### src/hw/rtl/b64e_pkg.sv
package b64e_pkg;

    localparam int GROUP_W = 24;
    localparam int SEXTET_W = 6;
    localparam int CHAR_W = 7;

    localparam logic [CHAR_W-1:0] PAD_CHAR = 7'd61;   // '='
    localparam logic [1:0] LAST_SLOT = 2'd3;

    // One encode job: the group left aligned (first sextet in the top bits),
    // the number of '=' characters that close it, and the end-of-message flag.
    typedef struct packed {
        logic [GROUP_W-1:0] group;
        logic [1:0]         pads;
        logic               eom;
    } job_t;

    // Standard alphabet: A-Z, a-z, 0-9, '+', '/'.
    function automatic logic [CHAR_W-1:0] sextet_char(input logic [SEXTET_W-1:0] v);
        logic [CHAR_W-1:0] c;
        if (v < 6'd26) begin
            c = 7'd65 + {1'b0, v};
        end else if (v < 6'd52) begin
            c = 7'd71 + {1'b0, v};          // 'a' - 26
        end else if (v < 6'd62) begin
            c = {1'b0, v} - 7'd4;           // '0' - 52
        end else if (v == 6'd62) begin
            c = 7'd43;                      // '+'
        end else begin
            c = 7'd47;                      // '/'
        end
        return c;
    endfunction

endpackage

### src/hw/rtl/b64e_channels.sv
interface b64e_byte_if;
    logic       valid;
    logic       ready;
    logic [7:0] data_byte;
    logic       end_of_message;

    modport source (output valid, output data_byte, output end_of_message, input ready);
    modport sink   (input valid, input data_byte, input end_of_message, output ready);
endinterface

interface b64e_char_if;
    logic       valid;
    logic       ready;
    logic [6:0] out_char;
    logic       last_char;

    modport source (output valid, output out_char, output last_char, input ready);
    modport sink   (input valid, input out_char, input last_char, output ready);
endinterface

### src/hw/rtl/base64_stream_encoder.sv
// Base64 stream encoder, standard alphabet with '=' padding.
//
// raw   : input channel, one message byte per item (data_byte) with
//         end_of_message set on the last byte of a message.
// coded : output channel, one ASCII character per item (out_char), with
//         last_char set on the final character of the message.
// Every third byte, or the last byte of a message, completes a group that
// turns into exactly four characters; a short group ends in one or two '='.
//
// The byte that completes a group passes the job queue, the job register
// and the output register before the group's first character is offered.
// Throughput: one character per cycle out of the emitter while the
// receiver takes them, which sets the sustained rate; bytes that only
// fill a group are taken every cycle while the job queue has room.
// Reset clears the held bytes, the job queue and the output register.
// When the receiver stalls, the output item holds, the emitter stops, the
// queue fills up and then raw.ready drops until space frees.
module base64_stream_encoder #(
    parameter int QUEUE_DEPTH = 2
) (
    input  logic        clk,
    input  logic        rst_n,
    b64e_byte_if.sink   raw,
    b64e_char_if.source coded
);
    import b64e_pkg::*;

    job_t front_job;
    job_t queue_job;
    logic front_push;
    logic queue_ready;
    logic queue_valid;
    logic back_pop;

    // Group bytes and classify full or partial groups.
    b64e_front u_front (
        .clk       (clk),
        .rst_n     (rst_n),
        .raw       (raw),
        .job_ready (queue_ready),
        .job_push  (front_push),
        .job       (front_job)
    );

    // Decouple byte intake from character output.
    b64e_queue #(
        .DEPTH (QUEUE_DEPTH)
    ) u_queue (
        .clk        (clk),
        .rst_n      (rst_n),
        .push       (front_push),
        .push_job   (front_job),
        .push_ready (queue_ready),
        .pop        (back_pop),
        .pop_valid  (queue_valid),
        .pop_job    (queue_job)
    );

    // Emit four characters per job through the output register.
    b64e_back u_back (
        .clk       (clk),
        .rst_n     (rst_n),
        .job_valid (queue_valid),
        .job       (queue_job),
        .job_pop   (back_pop),
        .coded     (coded)
    );

endmodule

### src/hw/rtl/b64e_front.sv
module b64e_front (
    input  logic            clk,
    input  logic            rst_n,
    b64e_byte_if.sink       raw,
    input  logic            job_ready,
    output logic            job_push,
    output b64e_pkg::job_t  job
);
    import b64e_pkg::*;

    logic [15:0] pending_bits_reg;
    logic [15:0] pending_bits_next;
    logic [1:0]  pending_count_reg;
    logic [1:0]  pending_count_next;
    logic [1:0]  held;
    logic        accept;
    logic        emit;

    assign raw.ready = job_ready;
    assign accept    = raw.valid && job_ready;
    // A count of three never arises; treat it as nothing held.
    assign held      = (pending_count_reg == 2'd3) ? 2'd0 : pending_count_reg;
    assign emit      = (held == 2'd2) || raw.end_of_message;
    assign job_push  = accept && emit;

    always_comb
    begin
        job.eom = raw.end_of_message;
        unique case (held)
            2'd2:
            begin
                job.group = {pending_bits_reg, raw.data_byte};
                job.pads  = 2'd0;
            end
            2'd1:
            begin
                job.group = {pending_bits_reg[7:0], raw.data_byte, 8'd0};
                job.pads  = 2'd1;
            end
            default:
            begin
                job.group = {raw.data_byte, 16'd0};
                job.pads  = 2'd2;
            end
        endcase
    end

    always_comb
    begin
        pending_bits_next  = pending_bits_reg;
        pending_count_next = pending_count_reg;
        if (accept) begin
            if (emit) begin
                pending_bits_next  = '0;
                pending_count_next = '0;
            end else begin
                pending_bits_next  = {pending_bits_reg[7:0], raw.data_byte};
                pending_count_next = held + 2'd1;
            end
        end
    end

    always_ff @(posedge clk or negedge rst_n)
    begin
        if (!rst_n) begin
            pending_bits_reg  <= '0;
            pending_count_reg <= '0;
        end else begin
            pending_bits_reg  <= pending_bits_next;
            pending_count_reg <= pending_count_next;
        end
    end

endmodule

### src/hw/rtl/b64e_queue.sv
module b64e_queue #(
    parameter int DEPTH = 2
) (
    input  logic            clk,
    input  logic            rst_n,
    input  logic            push,
    input  b64e_pkg::job_t  push_job,
    output logic            push_ready,
    input  logic            pop,
    output logic            pop_valid,
    output b64e_pkg::job_t  pop_job
);
    import b64e_pkg::*;

    localparam int PTR_W = $clog2(DEPTH);
    localparam int CNT_W = $clog2(DEPTH + 1);
    localparam logic [PTR_W-1:0] LAST_PTR = PTR_W'(DEPTH - 1);
    localparam logic [CNT_W-1:0] FULL_CNT = CNT_W'(DEPTH);

    job_t             slots_reg [DEPTH];
    logic [PTR_W-1:0] wr_ptr_reg;
    logic [PTR_W-1:0] rd_ptr_reg;
    logic [CNT_W-1:0] count_reg;
    logic             do_push;
    logic             do_pop;

    assign push_ready = (count_reg != FULL_CNT);
    assign pop_valid  = (count_reg != '0);
    assign pop_job    = slots_reg[rd_ptr_reg];
    assign do_push    = push && push_ready;
    assign do_pop     = pop && pop_valid;

    always_ff @(posedge clk)
    begin
        if (do_push) begin
            slots_reg[wr_ptr_reg] <= push_job;
        end
    end

    always_ff @(posedge clk or negedge rst_n)
    begin
        if (!rst_n) begin
            wr_ptr_reg <= '0;
            rd_ptr_reg <= '0;
            count_reg  <= '0;
        end else begin
            if (do_push) begin
                wr_ptr_reg <= (wr_ptr_reg == LAST_PTR) ? '0 : wr_ptr_reg + 1'b1;
            end
            if (do_pop) begin
                rd_ptr_reg <= (rd_ptr_reg == LAST_PTR) ? '0 : rd_ptr_reg + 1'b1;
            end
            if (do_push && !do_pop) begin
                count_reg <= count_reg + 1'b1;
            end else if (do_pop && !do_push) begin
                count_reg <= count_reg - 1'b1;
            end
        end
    end

endmodule

### src/hw/rtl/b64e_back.sv
module b64e_back (
    input  logic            clk,
    input  logic            rst_n,
    input  logic            job_valid,
    input  b64e_pkg::job_t  job,
    output logic            job_pop,
    b64e_char_if.source     coded
);
    import b64e_pkg::*;

    job_t              job_reg;
    logic              busy_reg;
    logic [1:0]        slot_reg;
    logic              out_valid_reg;
    logic [CHAR_W-1:0] out_char_reg;
    logic              out_last_reg;
    logic              advance;
    logic              finishing;
    logic [SEXTET_W-1:0] sextet;
    logic [2:0]        slot_sum;
    logic [CHAR_W-1:0] char_next;

    assign coded.valid     = out_valid_reg;
    assign coded.out_char  = out_char_reg;
    assign coded.last_char = out_last_reg;

    // Output register frees up when empty or when its item is taken.
    assign advance   = !out_valid_reg || coded.ready;
    assign finishing = busy_reg && advance && (slot_reg == LAST_SLOT);
    assign job_pop   = job_valid && (!busy_reg || finishing);

    always_comb
    begin
        unique case (slot_reg)
            2'd0:    sextet = job_reg.group[23:18];
            2'd1:    sextet = job_reg.group[17:12];
            2'd2:    sextet = job_reg.group[11:6];
            default: sextet = job_reg.group[5:0];
        endcase
        // Trailing slots of a partial group are padding.
        slot_sum  = {1'b0, slot_reg} + {1'b0, job_reg.pads};
        char_next = (slot_sum >= 3'd4) ? PAD_CHAR : sextet_char(sextet);
    end

    always_ff @(posedge clk)
    begin
        if (job_pop) begin
            job_reg <= job;
        end
        if (busy_reg && advance) begin
            out_char_reg <= char_next;
            out_last_reg <= (slot_reg == LAST_SLOT) && job_reg.eom;
        end
    end

    always_ff @(posedge clk or negedge rst_n)
    begin
        if (!rst_n) begin
            busy_reg      <= 1'b0;
            slot_reg      <= '0;
            out_valid_reg <= 1'b0;
        end else begin
            if (advance) begin
                out_valid_reg <= busy_reg;
            end
            if (busy_reg && advance) begin
                slot_reg <= slot_reg + 2'd1;
            end
            if (job_pop) begin
                busy_reg <= 1'b1;
            end else if (finishing) begin
                busy_reg <= 1'b0;
            end
        end
    end

endmodule
### src/flat_wrapper.sv
// flat-port wrapper written by rule: the top's interface ports become plain ports
module base64_stream_encoder_flat import b64e_pkg::*;
#(
    parameter int QUEUE_DEPTH = 2
)
  (clk, rst_n, raw_valid, raw_data_byte, raw_end_of_message, raw_ready, coded_valid, coded_out_char, coded_last_char, coded_ready);
  b64e_byte_if raw_i ();
  b64e_char_if coded_i ();
  input  logic clk;
  input  logic rst_n;
  input wire logic [$bits(raw_i.valid)-1:0] raw_valid;
  input wire logic [$bits(raw_i.data_byte)-1:0] raw_data_byte;
  input wire logic [$bits(raw_i.end_of_message)-1:0] raw_end_of_message;
  output wire logic [$bits(raw_i.ready)-1:0] raw_ready;
  output wire logic [$bits(coded_i.valid)-1:0] coded_valid;
  output wire logic [$bits(coded_i.out_char)-1:0] coded_out_char;
  output wire logic [$bits(coded_i.last_char)-1:0] coded_last_char;
  input wire logic [$bits(coded_i.ready)-1:0] coded_ready;
  assign raw_i.valid = raw_valid;
  assign raw_i.data_byte = raw_data_byte;
  assign raw_i.end_of_message = raw_end_of_message;
  assign raw_ready = raw_i.ready;
  assign coded_valid = coded_i.valid;
  assign coded_out_char = coded_i.out_char;
  assign coded_last_char = coded_i.last_char;
  assign coded_i.ready = coded_ready;
  base64_stream_encoder #(.QUEUE_DEPTH(QUEUE_DEPTH)) u_core (.clk(clk), .rst_n(rst_n), .raw(raw_i), .coded(coded_i));
endmodule
### config.mk
export PLATFORM = sky130hd
export DESIGN_NAME = base64_stream_encoder_flat
export DESIGN_NICKNAME = d
export VERILOG_FILES = /design/src/hw/rtl/b64e_pkg.sv /design/src/hw/rtl/b64e_channels.sv /design/src/hw/rtl/base64_stream_encoder.sv /design/src/hw/rtl/b64e_front.sv /design/src/hw/rtl/b64e_queue.sv /design/src/hw/rtl/b64e_back.sv /design/src/flat_wrapper.sv
export SDC_FILE = /design/constraint.sdc
export NUM_CORES = 1
export LEC_CHECK = 0
export BUFFER_PORTS_ARGS = -buffer_cell sky130_fd_sc_hd__clkbuf_2
export CORE_MARGIN = 2
export CORE_UTILIZATION = 66
export CTS_CLUSTER_DIAMETER = 50
export DETAILED_ROUTE_END_ITERATION = 7
export GPL_TIMING_DRIVEN = 0
export PLACE_DENSITY = 0.85
export RECOVER_POWER = 25
export SYNTH_ARGS = -nofsm -noshare
export SYNTH_HDL_FRONTEND = slang
export SYNTH_HIERARCHICAL = 1
export SYNTH_SLANG_ARGS = --single-unit
export TNS_END_PERCENT = 20
### constraint.sdc
create_clock -name clk -period 5.5 [get_ports clk]
set_input_delay 0.275 -clock clk [delete_from_list [all_inputs] [get_ports clk]]
set_output_delay 0.275 -clock clk [all_outputs]
set_load 0.01 [all_outputs]
==> reports/qor.txt, run 1 <==
Post-synthesis sequential area ratio = 64.43%
Max cap viols = 0
Internal portion of total power = 2501 µW
Logic pwr share = 35.7%
Global Route Usage Sum = 24.93%
Achievable Freq = 313.0 MHz
N_diodes = 0
Clock network power share = 28.0%
Pre-CTS WS = 2.418 ns
Filler cells = 433
Sw Ratio = 34.40%
Critical Path Start Type = flop
Most frequent CP cell = ha_1
Final WS setup = 2.306 ns
WP data arrival = 3.46 ns
CTS tree = done
Sink Count = 115
Setup Skew = 0.007105 ns
Fin. Hold Viols = 0
Vias per cell = 6.146
Synth cell types = 57
Critical Path Fanout Max = 10
Synth async-reset ratio = 22.61%
Flops & latches, synth = 115
Crit share post-route = 58.08%
Pre-Repair DR Iteration Count = 5
Initial antenna violation count = 0
Synth Net Count = 375
Slew Viols, Final = 0
Via count = 3,116
Post-synth top flop = edfxtp_1
Total grt overflow = 0
Vias in the first global route = 3,029
Synth area leader = edfxtp_1
Crit path kind = flop to flop
Cell Rows = 32
Post-DP HPWL = 6417 µm
Syn_area_per_cell = 14.78 µm²
Clock Latency Late Sink = 0.51 ns
Max incr delay on CP = 0.52 ns
Mapped Cells = 349
Register clock-pin slew on the reported worst setup and hold paths = 0.06 ns
Routed WL per cell = 19.44 µm
Area delta synth->final = 14.53%
Post-layout utilization of the core = 77.24%
Cell Area, Synth = 5157 µm²
CTS buffer count = 17
Crit path max-delay family = compound AO/OA/AOI/OAI gates
Slew margin rel. = 8.746%
Synth top area share = 51.82%
Starting Density = 67.44%
Peak VDD IR = 364.9 µV
DRC Markers = 0
Min Hold Slack = 0.03905 ns
Gpl congestion = 0.8992
CP Cell Sequence = inv_1 > ha_1 > a222oi_1 > mux2_4 > inv_4 > ha_1 > clkbuf_1 > a21oi_1 > a211oi_1 > o31a_1
Sequential Power Share = 36.2%
CTS root buf = clkbuf_8
Largest register FFs = 54
Synthesis Warnings = 6
CTS HTree Levels = 4
Worst slew pin tran = 1.369 ns
Final setup vio count = 0
Buffers added on ports = 22
Status = completed
Number of buffers and inverters on the critical path = 3
Worst EP required = 5.77 ns
Final setup TNS = 0 ns
Post-DRT Antenna Nets = 0
Die Footprint = 8538 µm²
Clk buf depth = 2
RSZ-0062 raised after global routing = no
Power density over cell area = 645.5 nW/µm²
EDFF count, synth = 89
Hold Crit Class = primary input to flop
Final net count = 418
Leak Pwr = 0.002295 µW
Ports = 23
DR iter-0 viols = 220
First-pass GRT wire length = 15,770 µm
Die Width = 92.40 µm
Fraction of layout cells with a size suffix above 1 = 20.25%
Critical Path Sink Type = flop
Die height = 92.40 µm
Period minus WS final = 3.194 ns
WL final = 9854 µm
Synth area leaders = edfxtp_1 52%, dfrtp_1 13%, mux2_4 5.8%
Core Region = 7647 µm²
# Post-CTS Setup Buffers = 0
Net Switching = 1312 µW
Largest net degree at the start of global routing = 29
Slowest-stage cell, CP = a222oi_1
-- kinds of logic (layout without fill, tap and decap cells) --
| family | Yosys count | count (layout) | synth area share (%) |
|---|---|---|---|
| AOI/OAI and AO/OA | 83 | 83 | 12.47 |
| xor gates and xnor gates | 7 | 7 | 1.189 |
| adders and majority gates | 13 | 13 | 3.154 |
| buffers and inverters | 34 | 90 | 4.051 |
| DFF | 115 | 115 | 64.43 |
| muxes | 30 | 30 | 7.982 |
| and+or+nand+nor | 67 | 67 | 6.720 |
-- repair_timing --
| item | in CTS | in global routing |
|---|---|---|
| hold buffers | 1 | 0 |
| hold endpoints to repair | 26 | 0 |
| resized for setup | 0 | 0 |
-- area by class of cell --
type | count | area, µm² | area share (%)
Multi-Input combinational cell | 200 | 1568 | 26.54
Timing Repair Buffer | 24 | 132.6 | 2.245
Sequential cell | 115 | 3323 | 56.26
Clock buffer | 24 | 493.0 | 8.346
Inverter | 17 | 68.82 | 1.165
Tap cell | 102 | 127.6 | 2.161
Buffer | 17 | 96.34 | 1.631
Clock inverter | 8 | 97.59 | 1.652
-- placed cells by master, fill, tap and decap left out, types with 10 or more instances in the layout --
cell type,synthesis,routed
and2_1,10,10
clkbuf_1,2,12
a22o_1,20,20
mux2_1,0,17
clkbuf_16,0,18
nor2_1,14,13
ha_1,13,13
clkbuf_2,0,20
a22oi_1,17,17
dfrtp_1,26,26
inv_1,13,13
edfxtp_1,89,89
nand2_1,18,18
-- metrics by stage --
step	cells	cell area, µm²	power, µW
global route	507	5907	3997
detailed placement	474	5413	2804
CTS	507	6013	3895
global placement	473	5395	2727
floorplan	349	5157	2445
finish	507	5907	3813
-- synthesized netlist by cell type (2+ instances only) --
| library cell | count |
|---|---|
| a211oi_1 | 3 |
| a21oi_1 | 5 |
| a222oi_1 | 4 |
| a22o_1 | 20 |
| a22oi_1 | 17 |
| a31oi_1 | 2 |
| and2_1 | 10 |
| and3_1 | 3 |
| buf_12 | 2 |
| buf_2 | 8 |
| buf_4 | 2 |
| buf_6 | 2 |
| clkbuf_1 | 2 |
| dfrtp_1 | 26 |
| edfxtp_1 | 89 |
| ha_1 | 13 |
| inv_1 | 13 |
| inv_2 | 2 |
| inv_4 | 2 |
| mux2_2 | 9 |
| mux2_4 | 20 |
| nand2_1 | 18 |
| nand2b_1 | 5 |
| nand3_1 | 3 |
| nor2_1 | 14 |
| nor2b_1 | 2 |
| nor3_1 | 3 |
| nor4_1 | 3 |
| o211ai_1 | 4 |
| o21a_1 | 2 |
| o21ai_0 | 9 |
| o21ai_1 | 2 |
| xnor2_1 | 5 |
| xor2_1 | 2 |
-- power by group through the flow --
| stage | registers (µW) | logic, µW | clock network [µW] |
|---|---|---|---|
| after global placement | 1380 | 1350 | 0 |
| final | 1380 | 1360 | 1070 |
| after floorplan | 1380 | 1070 | 0 |
| after detailed placement | 1390 | 1410 | 0 |
| after global routing | 1400 | 1480 | 1120 |
| after CTS | 1380 | 1430 | 1080 |
-- layer usage --
metal	part of all wire, %	track usage, %	vias up
met5	0	0	-
met4	2.1	11.82	0
met3	4.6	6.428	20
met2	51	40.63	123
met1	42	31.45	1537
li1	-	-	1436
-- worst paths after layout --
kind                                        startpoint                                   to  slack [ns]  cells after the start
setup / recovery             u_core/u_back/slot_reg[0]      u_core/u_back/coded.out_char[1]        2.31                     10
hold / removal                        raw_data_byte[7]   u_core/u_front/pending_bits_reg[7]        0.04                      2
setup reg to reg             u_core/u_back/slot_reg[0]      u_core/u_back/coded.out_char[1]        2.31                     10
hold reg to reg            u_core/u_queue/count_reg[1]          u_core/u_queue/count_reg[1]        0.50                      1
max in group asynchronous                        rst_n  u_core/u_front/pending_bits_reg[14]        4.09                      2
min in group asynchronous                        rst_n            u_core/u_back/slot_reg[1]        0.61                      2
Power figures use the tool's default switching activity.
==> run 2: changes to the inputs <==
CORE_UTILIZATION = 55   (was 66)
PLACE_DENSITY = 0.75   (was 0.85)
clock period = 2.6 ns   (was 5.5 ns; I/O delays follow)
==> run 2 against run 1 <==
Compared with the run above: the run now ends with negative setup slack left; power grew 130%; clock-buffer cell count shrank 5; clock skew grew 0.0021 ns; register-to-register slack lost 2.3 ns; largest power group is now combinational logic.
==> reports/qor.txt, run 2 (synthesis gave the netlist of run 1 again) <==
Clock network power share = 26.3%
Global Route Usage Sum = 21.40%
CTS HTree Levels = 4
CTS buffer count = 17
WP data arrival = 2.88 ns
DRC Markers = 0
CTS tree = done
Power density over cell area = 1405 nW/µm²
Crit path kind = flop to flop
Critical Path Start Type = flop
Final WS setup = -0.03425 ns
Routed WL per cell = 18.68 µm
Vias per cell = 5.915
Area occupied by multi-input gates = 1732 µm²
Post-DRT Antenna Nets = 0
Critical Path Fanout Max = 8
Via count = 3,218
Filler cells = 591
Final setup vio count = 1
Leak Pwr = 0.002440 µW
Peak VDD IR = 658.2 µV
Pre-Repair DR Iteration Count = 5
Period minus WS final = 2.634 ns
Register clock-pin slew on the reported worst setup and hold paths = 0.06 ns
Largest register FFs = 54
Commonest non-fill, non-tap cell in the layout = edfxtp_1
Status = finished, violations left
First-pass GRT wire length = 16,140 µm
DR iter-0 viols = 200
WL final = 10,160 µm
Starting Density = 56.35%
Gpl congestion = 0.8590
Ports = 23
Internal portion of total power = 5823 µW
Sink Count = 115
Sw Ratio = 34.49%
Die Width = 100.8 µm
Post-DP HPWL = 6270 µm
Buffers added on ports = 22
Die Footprint = 10,170 µm²
Logic pwr share = 40.9%
Total grt overflow = 0
Dpl cells = 482
R2R Setup Slk = -0.03 ns
Setup Skew = 0.009155 ns
CTS root buf = clkbuf_8
Vias in the first global route = 3,236
Post-layout utilization of the core = 69.12%
Slew margin rel. = 5.692%
Final net count = 446
Most frequent cells in the layout = 89 x edfxtp_1, 26 x dfrtp_1, 20 x a22o_1, 20 x buf_4
Worst slew pin tran = 1.415 ns
Hold Crit Class = primary input to flop
Critical Path Sink Type = flop
RSZ-0062 raised after global routing = yes
Net Switching = 3066 µW
Cell Rows = 35
Die height = 100.8 µm
Register area = 3323 µm²
Violated checks = negative setup slack
Achievable Freq = 379.6 MHz
Sequential Power Share = 32.7%
Fraction of layout cells with a size suffix above 1 = 28.64%
Post-Layout Cell Count = 544
Worst EP required = 2.84 ns
Slew Viols, Final = 0
Clk buf depth = 2
Max cap viols = 0
Largest net degree at the start of global routing = 29
Area delta synth->final = 22.66%
Fin. Hold Viols = 0
Core Region = 9153 µm²
Clock Latency Late Sink = 0.51 ns
N_diodes = 0
Crit share post-route = 101.3%
Initial antenna violation count = 0
## run 2: cell types whose count changed in the layout (fill, tap and decap cells not counted), sizes merged
cell / delta
buf: +18
dlygate4sd3: +10
clkbuf: -5
clkinvlp: +4
bufinv: +2
clkinv: -1
## run 2: layout make-up
cell class | instances | area share, %
Multi-Input combinational cell | 200 | 27.37
Inverter | 17 | 1.127
Buffer | 16 | 1.562
Sequential cell | 115 | 52.53
Timing Repair Buffer | 53 | 5.597
Clock buffer | 19 | 6.665
Clock inverter | 13 | 2.947
Tap cell | 111 | 2.195
## run 2: per-layer routing
| layer | GRT usage (%) | vias to the layer above | share of wire [%] |
|---|---|---|---|
| met5 | 0 | - | 0 |
| met4 | 10.22 | 0 | 2.6 |
| met1 | 25.34 | 1581 | 41 |
| met3 | 5.201 | 28 | 4.8 |
| li1 | - | 1491 | - |
| met2 | 36.67 | 118 | 52 |
## run 2: power by group through the flow
stage | clock, µW | combinational, µW | sequential, µW
floorplan | 0 | 2260 | 2910
global placement | 0 | 2860 | 2910
detailed placement | 0 | 2960 | 2940
CTS | 2380 | 3430 | 2900
global route | 2470 | 3920 | 2950
finish | 2340 | 3640 | 2910
## run 2: critical path, stage by stage (launching register included)
cell      delay, ns
dfrtp_1        0.43
inv_2          0.10
ha_4           0.20
a222oi_1       0.42
mux2_4         0.26
inv_4          0.07
ha_4           0.19
buf_2          0.16
o211ai_1       0.08
nand2_1        0.07
a2111o_1       0.39
## run 2: path summary, 6_finish.rpt
| check | startpoint | endpoint | cells after the start |
|---|---|---|---|
| max | u_core/u_back/slot_reg[1] | u_core/u_back/coded.out_char[4] | 10 |
| min | raw_valid | u_core/u_front/pending_count_reg[0] | 3 |
| max reg2reg | u_core/u_back/slot_reg[1] | u_core/u_back/coded.out_char[4] | 10 |
| min reg2reg | u_core/u_queue/count_reg[1] | u_core/u_queue/count_reg[1] | 1 |
| max in group asynchronous | rst_n | u_core/u_front/pending_bits_reg[6] | 2 |
| min in group asynchronous | rst_n | u_core/u_front/pending_count_reg[1] | 2 |
## run 2: timing repair
item                                    CTS  global route
endpoints found under the hold margin    45             0
pin swaps                                 7             9
endpoints found under the setup margin   63            31
buffers inserted                         15             8
hold buffers                             11             0
resized for setup                        21            13
## run 2: through the flow
step / total power, µW / hold slack (ns) / TNS (ns) / cell area [µm²] / setup slack [ns]
global route: 9340 / 0.1223 / -0.2730 / 6326 / -0.1157
detailed placement: 5906 / 0.1896 / -14.92 / 5409 / -0.5013
floorplan: 5173 / -0.1656 / -0.1044 / 5160 / -0.07758
finish: 8888 / 0.1078 / -0.03425 / 6326 / -0.03425
CTS: 8713 / 0.1820 / 0 / 6305 / 0.004878
global placement: 5771 / 0.1777 / -11.72 / 5409 / -0.4087
